## src/design/ttt_pkg.sv

```systemverilog
package ttt_pkg;

  localparam int TABLE_ENTRIES = 16;
  localparam int ID_BITS       = 16;
  localparam int IDX_W         = (TABLE_ENTRIES > 1) ? $clog2(TABLE_ENTRIES) : 1;
  localparam int TXN_W         = 16;
  localparam int PEER_W        = 48;
  localparam int TIME_W        = 32;
  localparam int CFG_W         = 24;
  localparam int RTT_W         = 16;
  localparam int CFG_IDX_W     = 2;

  localparam logic [TIME_W-1:0] RTT_CLAMP     = 32'h0000_fffe;
  localparam logic [CFG_W-1:0]  SHORT_RESET   = 24'd1000;
  localparam logic [CFG_W-1:0]  FULL_RESET    = 24'd4000;

  typedef enum logic [2:0] {
    MODE_ISSUE   = 3'd0,
    MODE_ONESHOT = 3'd1,
    MODE_RESP    = 3'd2,
    MODE_ERROR   = 3'd3,
    MODE_TICK    = 3'd4,
    MODE_CANCEL  = 3'd5
  } mode_e;

  typedef enum logic [3:0] {
    EV_ISSUED    = 4'd0,
    EV_FULL      = 4'd1,
    EV_ONESHOT   = 4'd2,
    EV_RESPONSE  = 4'd3,
    EV_ERROR     = 4'd4,
    EV_UNKNOWN   = 4'd5,
    EV_SPOOFED   = 4'd6,
    EV_SHORT     = 4'd7,
    EV_TIMEOUT   = 4'd8,
    EV_CANCELLED = 4'd9,
    EV_IDLE      = 4'd10
  } event_e;

  typedef enum logic [1:0] {
    CFG_SHORT = 2'd0,
    CFG_FULL  = 2'd1
  } cfg_idx_e;

  typedef enum logic [2:0] {
    S_IDLE, S_DECIDE, S_ALLOC, S_SCAN1, S_SCAN2, S_FINISH
  } state_e;

  typedef enum logic [3:0] {
    CMD_NONE, CMD_ACCEPT, CMD_FULL, CMD_ALLOC, CMD_REPLY, CMD_SCAN_START,
    CMD_SCAN1, CMD_SCAN2, CMD_FINISH, CMD_IDLE_EV
  } cmd_e;

  typedef struct packed {
    logic [2:0] mode;
    logic       full;
    logic       ctr_pending;
    logic       out_free;
    logic       stall1;
    logic       stall2;
    logic       idx_last;
  } status_t;

endpackage

```

## src/design/ttt_ctrl.sv

```systemverilog
module ttt_ctrl (
  input  logic             clk_i,
  input  logic             rst_ni,
  input  logic             in_valid_i,
  output logic             in_ready_o,
  input  ttt_pkg::status_t status_i,
  output ttt_pkg::cmd_e    cmd_o
);
  import ttt_pkg::*;

  state_e state_q, state_d;

  always_ff @(posedge clk_i or negedge rst_ni) begin
    if (!rst_ni) begin
      state_q <= S_IDLE;
    end else begin
      state_q <= state_d;
    end
  end

  always_comb begin
    state_d    = state_q;
    cmd_o      = CMD_NONE;
    in_ready_o = 1'b0;
    case (state_q)
      S_IDLE: begin
        in_ready_o = 1'b1;
        if (in_valid_i) begin
          cmd_o   = CMD_ACCEPT;
          state_d = S_DECIDE;
        end
      end
      S_DECIDE: begin
        case (status_i.mode)
          MODE_ISSUE: begin
            if (status_i.full) begin
              cmd_o = CMD_FULL;
              if (status_i.out_free) state_d = S_IDLE;
            end else begin
              state_d = S_ALLOC;
            end
          end
          MODE_ONESHOT: state_d = S_ALLOC;
          MODE_RESP, MODE_ERROR, MODE_CANCEL: begin
            cmd_o = CMD_REPLY;
            if (status_i.out_free) state_d = S_IDLE;
          end
          MODE_TICK: begin
            cmd_o   = CMD_SCAN_START;
            state_d = S_SCAN1;
          end
          default: begin
            cmd_o = CMD_IDLE_EV;
            if (status_i.out_free) state_d = S_IDLE;
          end
        endcase
      end
      S_ALLOC: begin
        cmd_o = CMD_ALLOC;
        if (status_i.out_free && !status_i.ctr_pending) state_d = S_IDLE;
      end
      S_SCAN1: begin
        cmd_o = CMD_SCAN1;
        if (!status_i.stall1 && status_i.idx_last) state_d = S_SCAN2;
      end
      S_SCAN2: begin
        cmd_o = CMD_SCAN2;
        if (!status_i.stall2 && status_i.idx_last) state_d = S_FINISH;
      end
      S_FINISH: begin
        cmd_o = CMD_FINISH;
        if (status_i.out_free) state_d = S_IDLE;
      end
      default: state_d = S_IDLE;
    endcase
  end

endmodule

```

## src/design/ttt_dp.sv

```systemverilog
module ttt_dp (
  input  logic                                   clk_i,
  input  logic                                   rst_ni,
  input  ttt_pkg::cmd_e                          cmd_i,
  output ttt_pkg::status_t                       status_o,
  input  logic [2:0]                             in_mode_i,
  input  logic [ttt_pkg::TXN_W-1:0]              in_txn_i,
  input  logic [ttt_pkg::PEER_W-1:0]             in_peer_i,
  input  logic [ttt_pkg::TIME_W-1:0]             in_now_i,
  input  logic                                   cfg_we_i,
  input  logic [ttt_pkg::CFG_IDX_W-1:0]          cfg_idx_i,
  input  logic [ttt_pkg::CFG_W-1:0]              cfg_data_i,
  output logic                                   out_valid_o,
  input  logic                                   out_ready_i,
  output logic [3:0]                             out_kind_o,
  output logic [ttt_pkg::TXN_W-1:0]              out_txn_o,
  output logic [ttt_pkg::RTT_W-1:0]              out_rtt_o,
  output logic                                   out_last_o
);
  import ttt_pkg::*;

  logic [2:0]        mode_q;
  logic [TXN_W-1:0]  txn_in_q;
  logic [PEER_W-1:0] peer_in_q;
  logic [TIME_W-1:0] now_q;
  logic [CFG_W-1:0]  short_q, full_lim_q;

  logic [TABLE_ENTRIES-1:0] valid_q, sr_q;
  logic [TXN_W-1:0]  tab_txn_q  [TABLE_ENTRIES];
  logic [PEER_W-1:0] tab_peer_q [TABLE_ENTRIES];
  logic [TIME_W-1:0] tab_sent_q [TABLE_ENTRIES];

  logic [ID_BITS-1:0] ctr_q, ctr_d;
  logic [IDX_W-1:0]   idx_q, idx_d;
  logic               pend_v_q, pend_v_d;
  logic [3:0]         pend_kind_q, pend_kind_d;
  logic [TXN_W-1:0]   pend_txn_q, pend_txn_d;

  logic               out_v_q, out_v_d, out_last_q, out_last_d;
  logic [3:0]         out_kind_q, out_kind_d;
  logic [TXN_W-1:0]   out_txn_q, out_txn_d;
  logic [RTT_W-1:0]   out_rtt_q, out_rtt_d;
  logic               out_load;

  // Table update strobes.
  logic               wr_en, clr_en, sr_en;
  logic [IDX_W-1:0]   clr_idx;

  logic               full, hit, ctr_pend, out_free, ev1, ev2, idx_last;
  logic [IDX_W-1:0]   free_idx, hit_idx, rd_idx;
  logic [TXN_W-1:0]   ctr_txn;
  logic [TIME_W-1:0]  age;
  logic               age_neg, full_r, short_r;
  logic [RTT_W-1:0]   rtt;

  assign ctr_txn  = TXN_W'(ctr_q);
  assign full     = &valid_q;
  assign out_free = !out_v_q || out_ready_i;
  assign idx_last = (idx_q == IDX_W'(TABLE_ENTRIES - 1));

  always_comb begin
    free_idx = '0;
    hit      = 1'b0;
    hit_idx  = '0;
    ctr_pend = 1'b0;
    for (int i = TABLE_ENTRIES - 1; i >= 0; i--) begin
      if (!valid_q[i]) free_idx = IDX_W'(i);
      if (valid_q[i] && tab_txn_q[i] == txn_in_q) begin
        hit     = 1'b1;
        hit_idx = IDX_W'(i);
      end
      if (valid_q[i] && tab_txn_q[i] == ctr_txn) ctr_pend = 1'b1;
    end
  end

  // One table read port, shared by reply lookup and tick scan.
  assign rd_idx  = (cmd_i == CMD_REPLY) ? hit_idx : idx_q;
  assign age     = now_q - tab_sent_q[rd_idx];
  assign age_neg = age[TIME_W-1];
  assign full_r  = !age_neg && (age >= TIME_W'(full_lim_q));
  assign short_r = !age_neg && (age >= TIME_W'(short_q));
  assign rtt     = age_neg ? '0 : ((age > RTT_CLAMP) ? RTT_W'(RTT_CLAMP) : age[RTT_W-1:0]);
  assign ev1     = valid_q[idx_q] && !sr_q[idx_q] && !full_r && short_r;
  assign ev2     = valid_q[idx_q] && full_r;

  always_comb begin
    status_o.mode        = mode_q;
    status_o.full        = full;
    status_o.ctr_pending = ctr_pend;
    status_o.out_free    = out_free;
    status_o.stall1      = ev1 && pend_v_q && !out_free;
    status_o.stall2      = ev2 && pend_v_q && !out_free;
    status_o.idx_last    = idx_last;
  end

  always_comb begin
    ctr_d       = ctr_q;
    idx_d       = idx_q;
    pend_v_d    = pend_v_q;
    pend_kind_d = pend_kind_q;
    pend_txn_d  = pend_txn_q;
    out_load    = 1'b0;
    out_kind_d  = out_kind_q;
    out_txn_d   = out_txn_q;
    out_rtt_d   = out_rtt_q;
    out_last_d  = out_last_q;
    wr_en       = 1'b0;
    clr_en      = 1'b0;
    clr_idx     = rd_idx;
    sr_en       = 1'b0;
    case (cmd_i)
      CMD_FULL, CMD_IDLE_EV: begin
        if (out_free) begin
          out_load   = 1'b1;
          out_kind_d = (cmd_i == CMD_FULL) ? EV_FULL : EV_IDLE;
          out_txn_d  = '0;
          out_rtt_d  = '0;
          out_last_d = 1'b1;
        end
      end
      CMD_ALLOC: begin
        if (out_free) begin
          ctr_d = ctr_q + 1'b1;
          if (!ctr_pend) begin
            out_load   = 1'b1;
            out_kind_d = (mode_q == MODE_ISSUE) ? EV_ISSUED : EV_ONESHOT;
            out_txn_d  = ctr_txn;
            out_rtt_d  = '0;
            out_last_d = 1'b1;
            wr_en      = (mode_q == MODE_ISSUE);
          end
        end
      end
      CMD_REPLY: begin
        if (out_free) begin
          out_load   = 1'b1;
          out_txn_d  = txn_in_q;
          out_rtt_d  = '0;
          out_last_d = 1'b1;
          if (!hit) begin
            out_kind_d = EV_UNKNOWN;
          end else if (mode_q == MODE_CANCEL) begin
            out_kind_d = EV_CANCELLED;
            clr_en     = 1'b1;
          end else if (tab_peer_q[rd_idx] != peer_in_q) begin
            out_kind_d = EV_SPOOFED;
          end else begin
            out_kind_d = (mode_q == MODE_RESP) ? EV_RESPONSE : EV_ERROR;
            out_rtt_d  = rtt;
            clr_en     = 1'b1;
          end
        end
      end
      CMD_SCAN_START: begin
        idx_d    = '0;
        pend_v_d = 1'b0;
      end
      CMD_SCAN1, CMD_SCAN2: begin
        if (!(((cmd_i == CMD_SCAN1) ? ev1 : ev2) && pend_v_q && !out_free)) begin
          idx_d = idx_last ? '0 : idx_q + 1'b1;
          if ((cmd_i == CMD_SCAN1) ? ev1 : ev2) begin
            if (pend_v_q) begin
              out_load   = 1'b1;
              out_kind_d = pend_kind_q;
              out_txn_d  = pend_txn_q;
              out_rtt_d  = '0;
              out_last_d = 1'b0;
            end
            pend_v_d    = 1'b1;
            pend_kind_d = (cmd_i == CMD_SCAN1) ? EV_SHORT : EV_TIMEOUT;
            pend_txn_d  = tab_txn_q[idx_q];
            sr_en       = (cmd_i == CMD_SCAN1);
            clr_en      = (cmd_i == CMD_SCAN2);
          end
        end
      end
      CMD_FINISH: begin
        if (out_free) begin
          out_load   = 1'b1;
          out_kind_d = pend_v_q ? pend_kind_q : EV_IDLE;
          out_txn_d  = pend_v_q ? pend_txn_q : '0;
          out_rtt_d  = '0;
          out_last_d = 1'b1;
        end
      end
      default: ;
    endcase
    out_v_d = out_load ? 1'b1 : (out_v_q && !out_ready_i);
  end

  always_ff @(posedge clk_i or negedge rst_ni) begin
    if (!rst_ni) begin
      valid_q    <= '0;
      sr_q       <= '0;
      ctr_q      <= '0;
      pend_v_q   <= 1'b0;
      out_v_q    <= 1'b0;
      short_q    <= SHORT_RESET;
      full_lim_q <= FULL_RESET;
    end else begin
      ctr_q    <= ctr_d;
      pend_v_q <= pend_v_d;
      out_v_q  <= out_v_d;
      if (wr_en) begin
        valid_q[free_idx] <= 1'b1;
        sr_q[free_idx]    <= 1'b0;
      end
      if (clr_en) valid_q[clr_idx] <= 1'b0;
      if (sr_en) sr_q[idx_q] <= 1'b1;
      if (cfg_we_i && cfg_idx_i == CFG_SHORT) short_q <= cfg_data_i;
      if (cfg_we_i && cfg_idx_i == CFG_FULL) full_lim_q <= cfg_data_i;
    end
  end

  always_ff @(posedge clk_i) begin
    if (cmd_i == CMD_ACCEPT) begin
      mode_q    <= in_mode_i;
      txn_in_q  <= in_txn_i;
      peer_in_q <= in_peer_i;
      now_q     <= in_now_i;
    end
    if (wr_en) begin
      tab_txn_q[free_idx]  <= ctr_txn;
      tab_peer_q[free_idx] <= peer_in_q;
      tab_sent_q[free_idx] <= now_q;
    end
    idx_q       <= idx_d;
    pend_kind_q <= pend_kind_d;
    pend_txn_q  <= pend_txn_d;
    out_kind_q  <= out_kind_d;
    out_txn_q   <= out_txn_d;
    out_rtt_q   <= out_rtt_d;
    out_last_q  <= out_last_d;
  end

  assign out_valid_o = out_v_q;
  assign out_kind_o  = out_kind_q;
  assign out_txn_o   = out_txn_q;
  assign out_rtt_o   = out_rtt_q;
  assign out_last_o  = out_last_q;

endmodule

```

## src/design/transaction_tracker_with_timeouts.sv

```systemverilog
// An issue with room or a oneshot beat passes decide and then alloc, which steps the id counter
// past every id still pending; a full issue, response, error, cancel and unused modes end in decide.
// A tick walks the table twice, one entry per cycle unless a found event waits on the result register.
// Input beats are taken one at a time; the output register frees the input side early.
// Reset (rst_ni, asynchronous, active low) empties the table, zeroes the id counter and
// loads the timeouts with 1000 and 4000 ms; no clearing pass is needed.
module transaction_tracker_with_timeouts (
  input  logic                              clk_i,
  input  logic                              rst_ni,
  // Input beats.
  input  logic                              s_axis_tvalid,
  output logic                              s_axis_tready,
  // tdata, lowest bit up: txn_in[15:0], endpoint[63:16], now_ms[95:64].
  input  logic [95:0]                       s_axis_tdata,
  // tuser: mode[2:0].
  input  logic [2:0]                        s_axis_tuser,
  // Result beats.
  output logic                              m_axis_tvalid,
  input  logic                              m_axis_tready,
  // tdata, lowest bit up: txn_out[15:0], rtt_ms[31:16].
  output logic [31:0]                       m_axis_tdata,
  // tuser: event_kind[3:0].
  output logic [3:0]                        m_axis_tuser,
  // tlast marks the final result beat caused by one input beat.
  output logic                              m_axis_tlast,
  // Configuration writes: index 0 short timeout, index 1 full timeout.
  input  logic                              cfg_valid_i,
  output logic                              cfg_ready_o,
  input  logic [ttt_pkg::CFG_IDX_W-1:0]     cfg_index_i,
  input  logic [ttt_pkg::CFG_W-1:0]         cfg_data_i
);
  import ttt_pkg::*;

  status_t          status;
  cmd_e             cmd;
  logic [TXN_W-1:0] out_txn;
  logic [RTT_W-1:0] out_rtt;

  // Registers are always writable; they must only be written while the block is idle, which the block does not enforce.
  assign cfg_ready_o = 1'b1;

  // The controller sequences the lookup, id search and the two tick passes;
  // the datapath holds the table, the id counter and the result register.
  ttt_ctrl u_ctrl (
    .clk_i      (clk_i),
    .rst_ni     (rst_ni),
    .in_valid_i (s_axis_tvalid),
    .in_ready_o (s_axis_tready),
    .status_i   (status),
    .cmd_o      (cmd)
  );

  ttt_dp u_dp (
    .clk_i       (clk_i),
    .rst_ni      (rst_ni),
    .cmd_i       (cmd),
    .status_o    (status),
    .in_mode_i   (s_axis_tuser),
    .in_txn_i    (s_axis_tdata[15:0]),
    .in_peer_i   (s_axis_tdata[63:16]),
    .in_now_i    (s_axis_tdata[95:64]),
    .cfg_we_i    (cfg_valid_i),
    .cfg_idx_i   (cfg_index_i),
    .cfg_data_i  (cfg_data_i),
    .out_valid_o (m_axis_tvalid),
    .out_ready_i (m_axis_tready),
    .out_kind_o  (m_axis_tuser),
    .out_txn_o   (out_txn),
    .out_rtt_o   (out_rtt),
    .out_last_o  (m_axis_tlast)
  );

  assign m_axis_tdata = {out_rtt, out_txn};

endmodule

```

## config.mk

```make
export PLATFORM = sky130hd
export DESIGN_NAME = transaction_tracker_with_timeouts
export DESIGN_NICKNAME = d
export VERILOG_FILES = /design/src/design/ttt_pkg.sv /design/src/design/ttt_ctrl.sv /design/src/design/ttt_dp.sv /design/src/design/transaction_tracker_with_timeouts.sv
export SDC_FILE = /design/constraint.sdc
export NUM_CORES = 2
export LEC_CHECK = 0
export BUFFER_PORTS_ARGS = -buffer_cell sky130_fd_sc_hd__buf_4
export CELL_PAD_IN_SITES_DETAIL_PLACEMENT = 2
export CELL_PAD_IN_SITES_GLOBAL_PLACEMENT = 2
export CORE_MARGIN = 8
export CORE_UTILIZATION = 41
export CTS_BUF_LIST = sky130_fd_sc_hd__clkbuf_8 sky130_fd_sc_hd__clkbuf_16
export CTS_CLUSTER_SIZE = 8
export DETAILED_ROUTE_END_ITERATION = 10
export GPL_TIMING_DRIVEN = 0
export PLACE_DENSITY_LB_ADDON = 0.1
export RECOVER_POWER = 50
export SLEW_MARGIN = 20
export SYNTH_ARGS = -nofsm -noshare
export SYNTH_HDL_FRONTEND = slang
export SYNTH_SLANG_ARGS = --single-unit
```

## constraint.sdc

```tcl
create_clock -name clk_i -period 10.5 [get_ports clk_i]
set_clock_uncertainty 0.05 [all_clocks]
set_input_delay 0.525 -clock clk_i [delete_from_list [all_inputs] [get_ports clk_i]]
set_output_delay 0.525 -clock clk_i [all_outputs]
set_load 0.01 [all_outputs]
```

==> metrics.txt <==
# TYPE chip_impl_metric gauge
chip_impl_metric{name="grt_max_degree",unit=""} 65
chip_impl_metric{name="synth_area",unit="um2"} 82300
chip_impl_metric{name="period_minus_slack",unit="ps"} 10570
chip_impl_info{name="cts_tree",value="done"} 1
chip_impl_metric{name="sum_of_net_half_perimeters_after_detailed_placement",unit="um"} 261000
chip_impl_metric{name="cts_inserted_buffers",unit=""} 275
chip_impl_metric{name="worst_slew_pin_slew",unit="ps"} 4200
chip_impl_metric{name="ctsLongestPathBuffers",unit=""} 4
chip_impl_info{name="critical_path.endpoint_type",value="flop"} 1
chip_impl_info{name="crit_path_start",value="u_dp.txn_in_q[4]$_DFFE_PN_"} 1
chip_impl_metric{name="fin_worst_hold_slack",unit="ps"} 185
chip_impl_metric{name="detailedRoute.firstPassIterationCount",unit=""} 9
chip_impl_metric{name="die_w",unit="um"} 464
chip_impl_metric{name="leakage",unit="nW"} 35.8
chip_impl_info{name="cpMaxStageDelayCell",value="or4b_4"} 1
chip_impl_metric{name="hold_viol",unit=""} 0
chip_impl_info{name="rsz0062_at_grt",value="true"} 1
chip_impl_metric{name="fp-row-count",unit=""} 164
chip_impl_info{name="synth-main-ff-cell",value="edfxtp_1"} 1
chip_impl_metric{name="synthDistinctLibCells",unit=""} 102
chip_impl_metric{name="gp_routability_congestion",unit=""} 0.959
chip_impl_metric{name="worst_slew_margin_rel",unit="%"} -180
chip_impl_info{name="cp-start-kind",value="flop"} 1
chip_impl_metric{name="timing.critical_path.slowest_cell_delay",unit="ps"} 540
chip_impl_metric{name="grt_first_pass_wirelength",unit="um"} 524000
chip_impl_metric{name="power.density",unit="nW/um2"} 290
chip_impl_metric{name="cts.htree.levels",unit=""} 5
chip_impl_metric{name="multi_input_comb_area",unit="um2"} 27500
chip_impl_info{name="synth_area_leaders",value="edfxtp_1, xnor2_1, a221oi_1"} 1
chip_impl_metric{name="postSynthRegisterBits",unit=""} 1795
chip_impl_metric{name="drv_cap",unit=""} 4
chip_impl_metric{name="critical_path.max_fanout",unit=""} 10
chip_impl_metric{name="numPortBuffers",unit=""} 168
chip_impl_metric{name="clock_sinks",unit=""} 1795
chip_impl_metric{name="insertion_delay",unit="ps"} 930
chip_impl_info{name="worst_path_most_repeated_cell",value="buf_12"} 1
chip_impl_metric{name="floorplan.initialDensity",unit="%"} 41.2
chip_impl_metric{name="drt.antenna.violating_nets",unit=""} 0
chip_impl_metric{name="grtUsageTotal",unit="%"} 33.8
chip_impl_metric{name="synth_enable_flop_cells",unit=""} 1694
chip_impl_info{name="hold_path_class",value="in2reg"} 1
chip_impl_metric{name="placeableCoreArea",unit="um2"} 200000
chip_impl_info{name="criticalPathCategory",value="reg2reg"} 1
chip_impl_metric{name="avgViaCountPerCell",unit=""} 6.69
chip_impl_metric{name="grt_remaining_overflow",unit=""} 0
chip_impl_metric{name="detailroute.via_count",unit=""} 63200
chip_impl_info{name="timing.hold.worst.start",value="s_axis_tvalid"} 1
chip_impl_metric{name="power.total",unit="mW"} 29.3
chip_impl_metric{name="postSynthNetCount",unit=""} 6161
chip_impl_metric{name="timing.final.setup_violations",unit=""} 25
chip_impl_metric{name="first_global_vias",unit=""} 66300
chip_impl_metric{name="finalSetupTns",unit="ps"} -1070
chip_impl_metric{name="floorplan.die_area",unit="um2"} 215000
chip_impl_metric{name="drt_wl_total",unit="um"} 379000
chip_impl_metric{name="upper_clock_frequency_limit",unit="MHz"} 94.6
chip_impl_metric{name="finish.net_count",unit=""} 6916
chip_impl_info{name="cts_root_buffer",value="clkbuf_16"} 1
chip_impl_metric{name="post_route_cells_drive_above_1_share",unit="%"} 17.4
chip_impl_metric{name="clk_transition_reported_paths",unit="ps"} 60
chip_impl_metric{name="worst_ir_drop_vdd",unit="uV"} 184
chip_impl_metric{name="num_io_pins",unit=""} 170
chip_impl_metric{name="required",unit="ps"} 11060
chip_impl_metric{name="ys.warnings.count",unit=""} 0
chip_impl_metric{name="finalCritPeriodShare",unit="%"} 101
chip_impl_info{name="worstReg2RegStart",value="u_dp.txn_in_q[4]$_DFFE_PN_"} 1
chip_impl_metric{name="count_of_unresolved_drc_violations_after_routing",unit=""} 0
chip_impl_metric{name="drt_iter0_drc",unit=""} 8304
chip_impl_metric{name="post_synth_inst_count",unit=""} 5946
chip_impl_metric{name="floorplan.die.height",unit="um"} 464
chip_impl_metric{name="area_growth",unit="%"} 22.5
chip_impl_metric{name="report.final.slew_viol_count",unit=""} 143
chip_impl_metric{name="synth_seq_area_share",unit="%"} 64.9
chip_impl_metric{name="final_critical_path_setup_slack",unit="ps"} -68.6
chip_impl_metric{name="proportion_of_netlist_area_held_by_the_largest_area_contributor",unit="%"} 61.8
chip_impl_metric{name="r2r_slack",unit="ps"} -70
chip_impl_metric{name="number_of_antenna_violations_at_the_first_check_in_global_routing",unit=""} 28
chip_impl_metric{name="layout.area.seq",unit="um2"} 53400
chip_impl_metric{name="synth-async-reset-ratio",unit="%"} 5.63
chip_impl_metric{name="fillerInstances",unit=""} 18600
chip_impl_metric{name="avgRoutedWirePerCell",unit="um"} 40.2
chip_impl_info{name="synth_top_cell_by_area",value="edfxtp_1"} 1
chip_impl_metric{name="critical_path_arrival",unit="ps"} 11120
chip_impl_info{name="violated_checks",value="capacitance limit, slew limit, setup timing"} 1
chip_impl_info{name="result_of_the_run",value="complete, but fails checks"} 1
chip_impl_metric{name="synth.avg_cell_area",unit="um2"} 13.8
-- report_power, final --
group | internal (mW) | switching [mW] | leakage [nW]
Clock | 4.73 | 3.21 | 3.83
Combinational | 4.15 | 7.96 | 15.2
Sequential | 8.52 | 0.691 | 16.7
Total | 17.4 | 11.9 | 35.8
-- metal layers --
metal  vias up  part of all wire [%]  global-route usage, %
li1      24900                     -                      -
met1     33600                    40                   45.4
met2      3855                    45                   52.6
met3       891                   9.8                   7.58
met4         6                   5.0                   15.2
met5         -                0.0090                      0
-- state kept, by name, summed over array words and instances, names as in the netlist --
signal / count
u_dp.tab_peer_q: 768
u_dp.tab_sent_q: 512
u_dp.tab_txn_q: 256
u_dp.peer_in_q: 48
u_dp.now_q: 32
u_dp.full_lim_q: 24
u_dp.short_q: 24
u_dp.ctr_q: 16
u_dp.out_rtt_o: 16
u_dp.out_txn_o: 16
u_dp.pend_txn_q: 16
u_dp.sr_q: 16
u_dp.txn_in_q: 16
u_dp.valid_q: 16
u_dp.idx_q: 4
u_dp.out_kind_o: 4
u_ctrl.state_q: 3
u_dp.mode_q: 3
u_dp.pend_kind_q: 2
u_dp.out_last_o: 1
u_dp.out_valid_o: 1
u_dp.pend_v_q: 1
-- worst max-delay path: cells and delay by family, from the launching register on --
kind | cells | cell delay (ps)
buffers and inverters | 11 | 1680
AO/OA/AOI/OAI | 20 | 4240
XOR/XNOR | 2 | 730
flip-flops | 1 | 410
adder cells (fa/ha/maj) | 3 | 930
AND/OR/NAND/NOR | 9 | 2150
-- through the flow --
step / std cells / instance area, um2 / setup slack, ps / utilization [%]
final: 9440 / 101000 / -68.6 / 50.4
after global routing: 9431 / 101000 / -242 / 50.4
after CTS: 9382 / 99900 / 0.477 / 50.1
after detailed placement: 8893 / 89900 / -5440 / 45.0
after global placement: 8770 / 86800 / -7670 / 43.5
after floorplan: 5946 / 82300 / 45.6 / -
-- kinds of logic (layout without fill, tap and decap cells) --
family / after synthesis / in the layout / share of synthesized area, %
multiplexers: 160 / 160 / 3.34
flip-flops: 1795 / 1795 / 64.9
other: 1 / 10 / 0.00456
AND/OR/NAND/NOR: 1651 / 1651 / 10.6
AO/OA/AOI/OAI: 1101 / 1101 / 10.6
buffers and inverters: 554 / 1383 / 2.85
adder cells (fa/ha/maj): 85 / 85 / 1.30
XOR/XNOR: 599 / 599 / 6.38
-- worst paths after layout --
| check | cells after the start | to |
|---|---|---|
| setup / recovery | 45 | u_dp.out_txn_o[2]$_DFFE_PP_ |
| hold / removal | 3 | u_dp.pend_v_q$_DFFE_PN0P_ |
| setup reg to reg | 45 | u_dp.out_txn_o[2]$_DFFE_PP_ |
| hold reg to reg | 1 | u_dp.full_lim_q[12]$_DFFE_PN0P_ |
| max in group asynchronous | 3 | u_dp.valid_q[13]$_DFF_PN0_ |
| min in group asynchronous | 2 | u_dp.full_lim_q[6]$_DFFE_PN0P_ |
-- synth_stat cells (all sizes together), types with 20 or more instances --
cell type / number
a211oi: 67
a21oi: 125
a221o: 126
a221oi: 321
a22oi: 72
a311o: 33
and2: 46
and3: 396
buf: 172
clkbuf: 269
dfrtp: 89
edfxtp: 1694
ha: 84
inv: 113
mux2: 27
mux2i: 44
mux4: 89
nand2: 571
nand2b: 29
nand3: 169
nand3b: 36
nand4: 140
nor2: 80
nor2b: 20
nor3: 29
nor4: 43
o211ai: 63
o21ai: 70
o22ai: 77
xnor2: 446
xor2: 153
-- layout by cell type (no fill, tap or decap), types with 124 or more instances in the layout --
cell / n
clkbuf_16: 289
clkbuf_1: 196
dlygate4sd3_1: 124
buf_4: 157
nand2_1: 570
nand4_1: 140
xnor2_1: 416
a221oi_1: 316
edfxtp_1: 1694
nand3_1: 165
xor2_1: 146
a221o_1: 126
and3_1: 396
inv_1: 172
-- repair_timing --
action	CTS	global route
pin swaps	31	55
hold endpoints to repair	248	0
setup endpoints to repair	112	88
hold buffers	124	0
buffers inserted	29	44
cloned	1	4
resized for setup	336	110
-- area by class of cell --
cell class | count | area share [%]
Clock inverter | 68 | 0.286
Tap cell | 2656 | 3.30
Clock buffer | 283 | 7.02
Multi-Input combinational cell | 3597 | 27.3
Inverter | 113 | 0.421
Buffer | 422 | 2.66
Timing Repair Buffer | 497 | 5.93
Sequential cell | 1795 | 53.0
Antenna cell | 9 | 0.0224
Note: power is estimated with default switching activity, not from simulation.
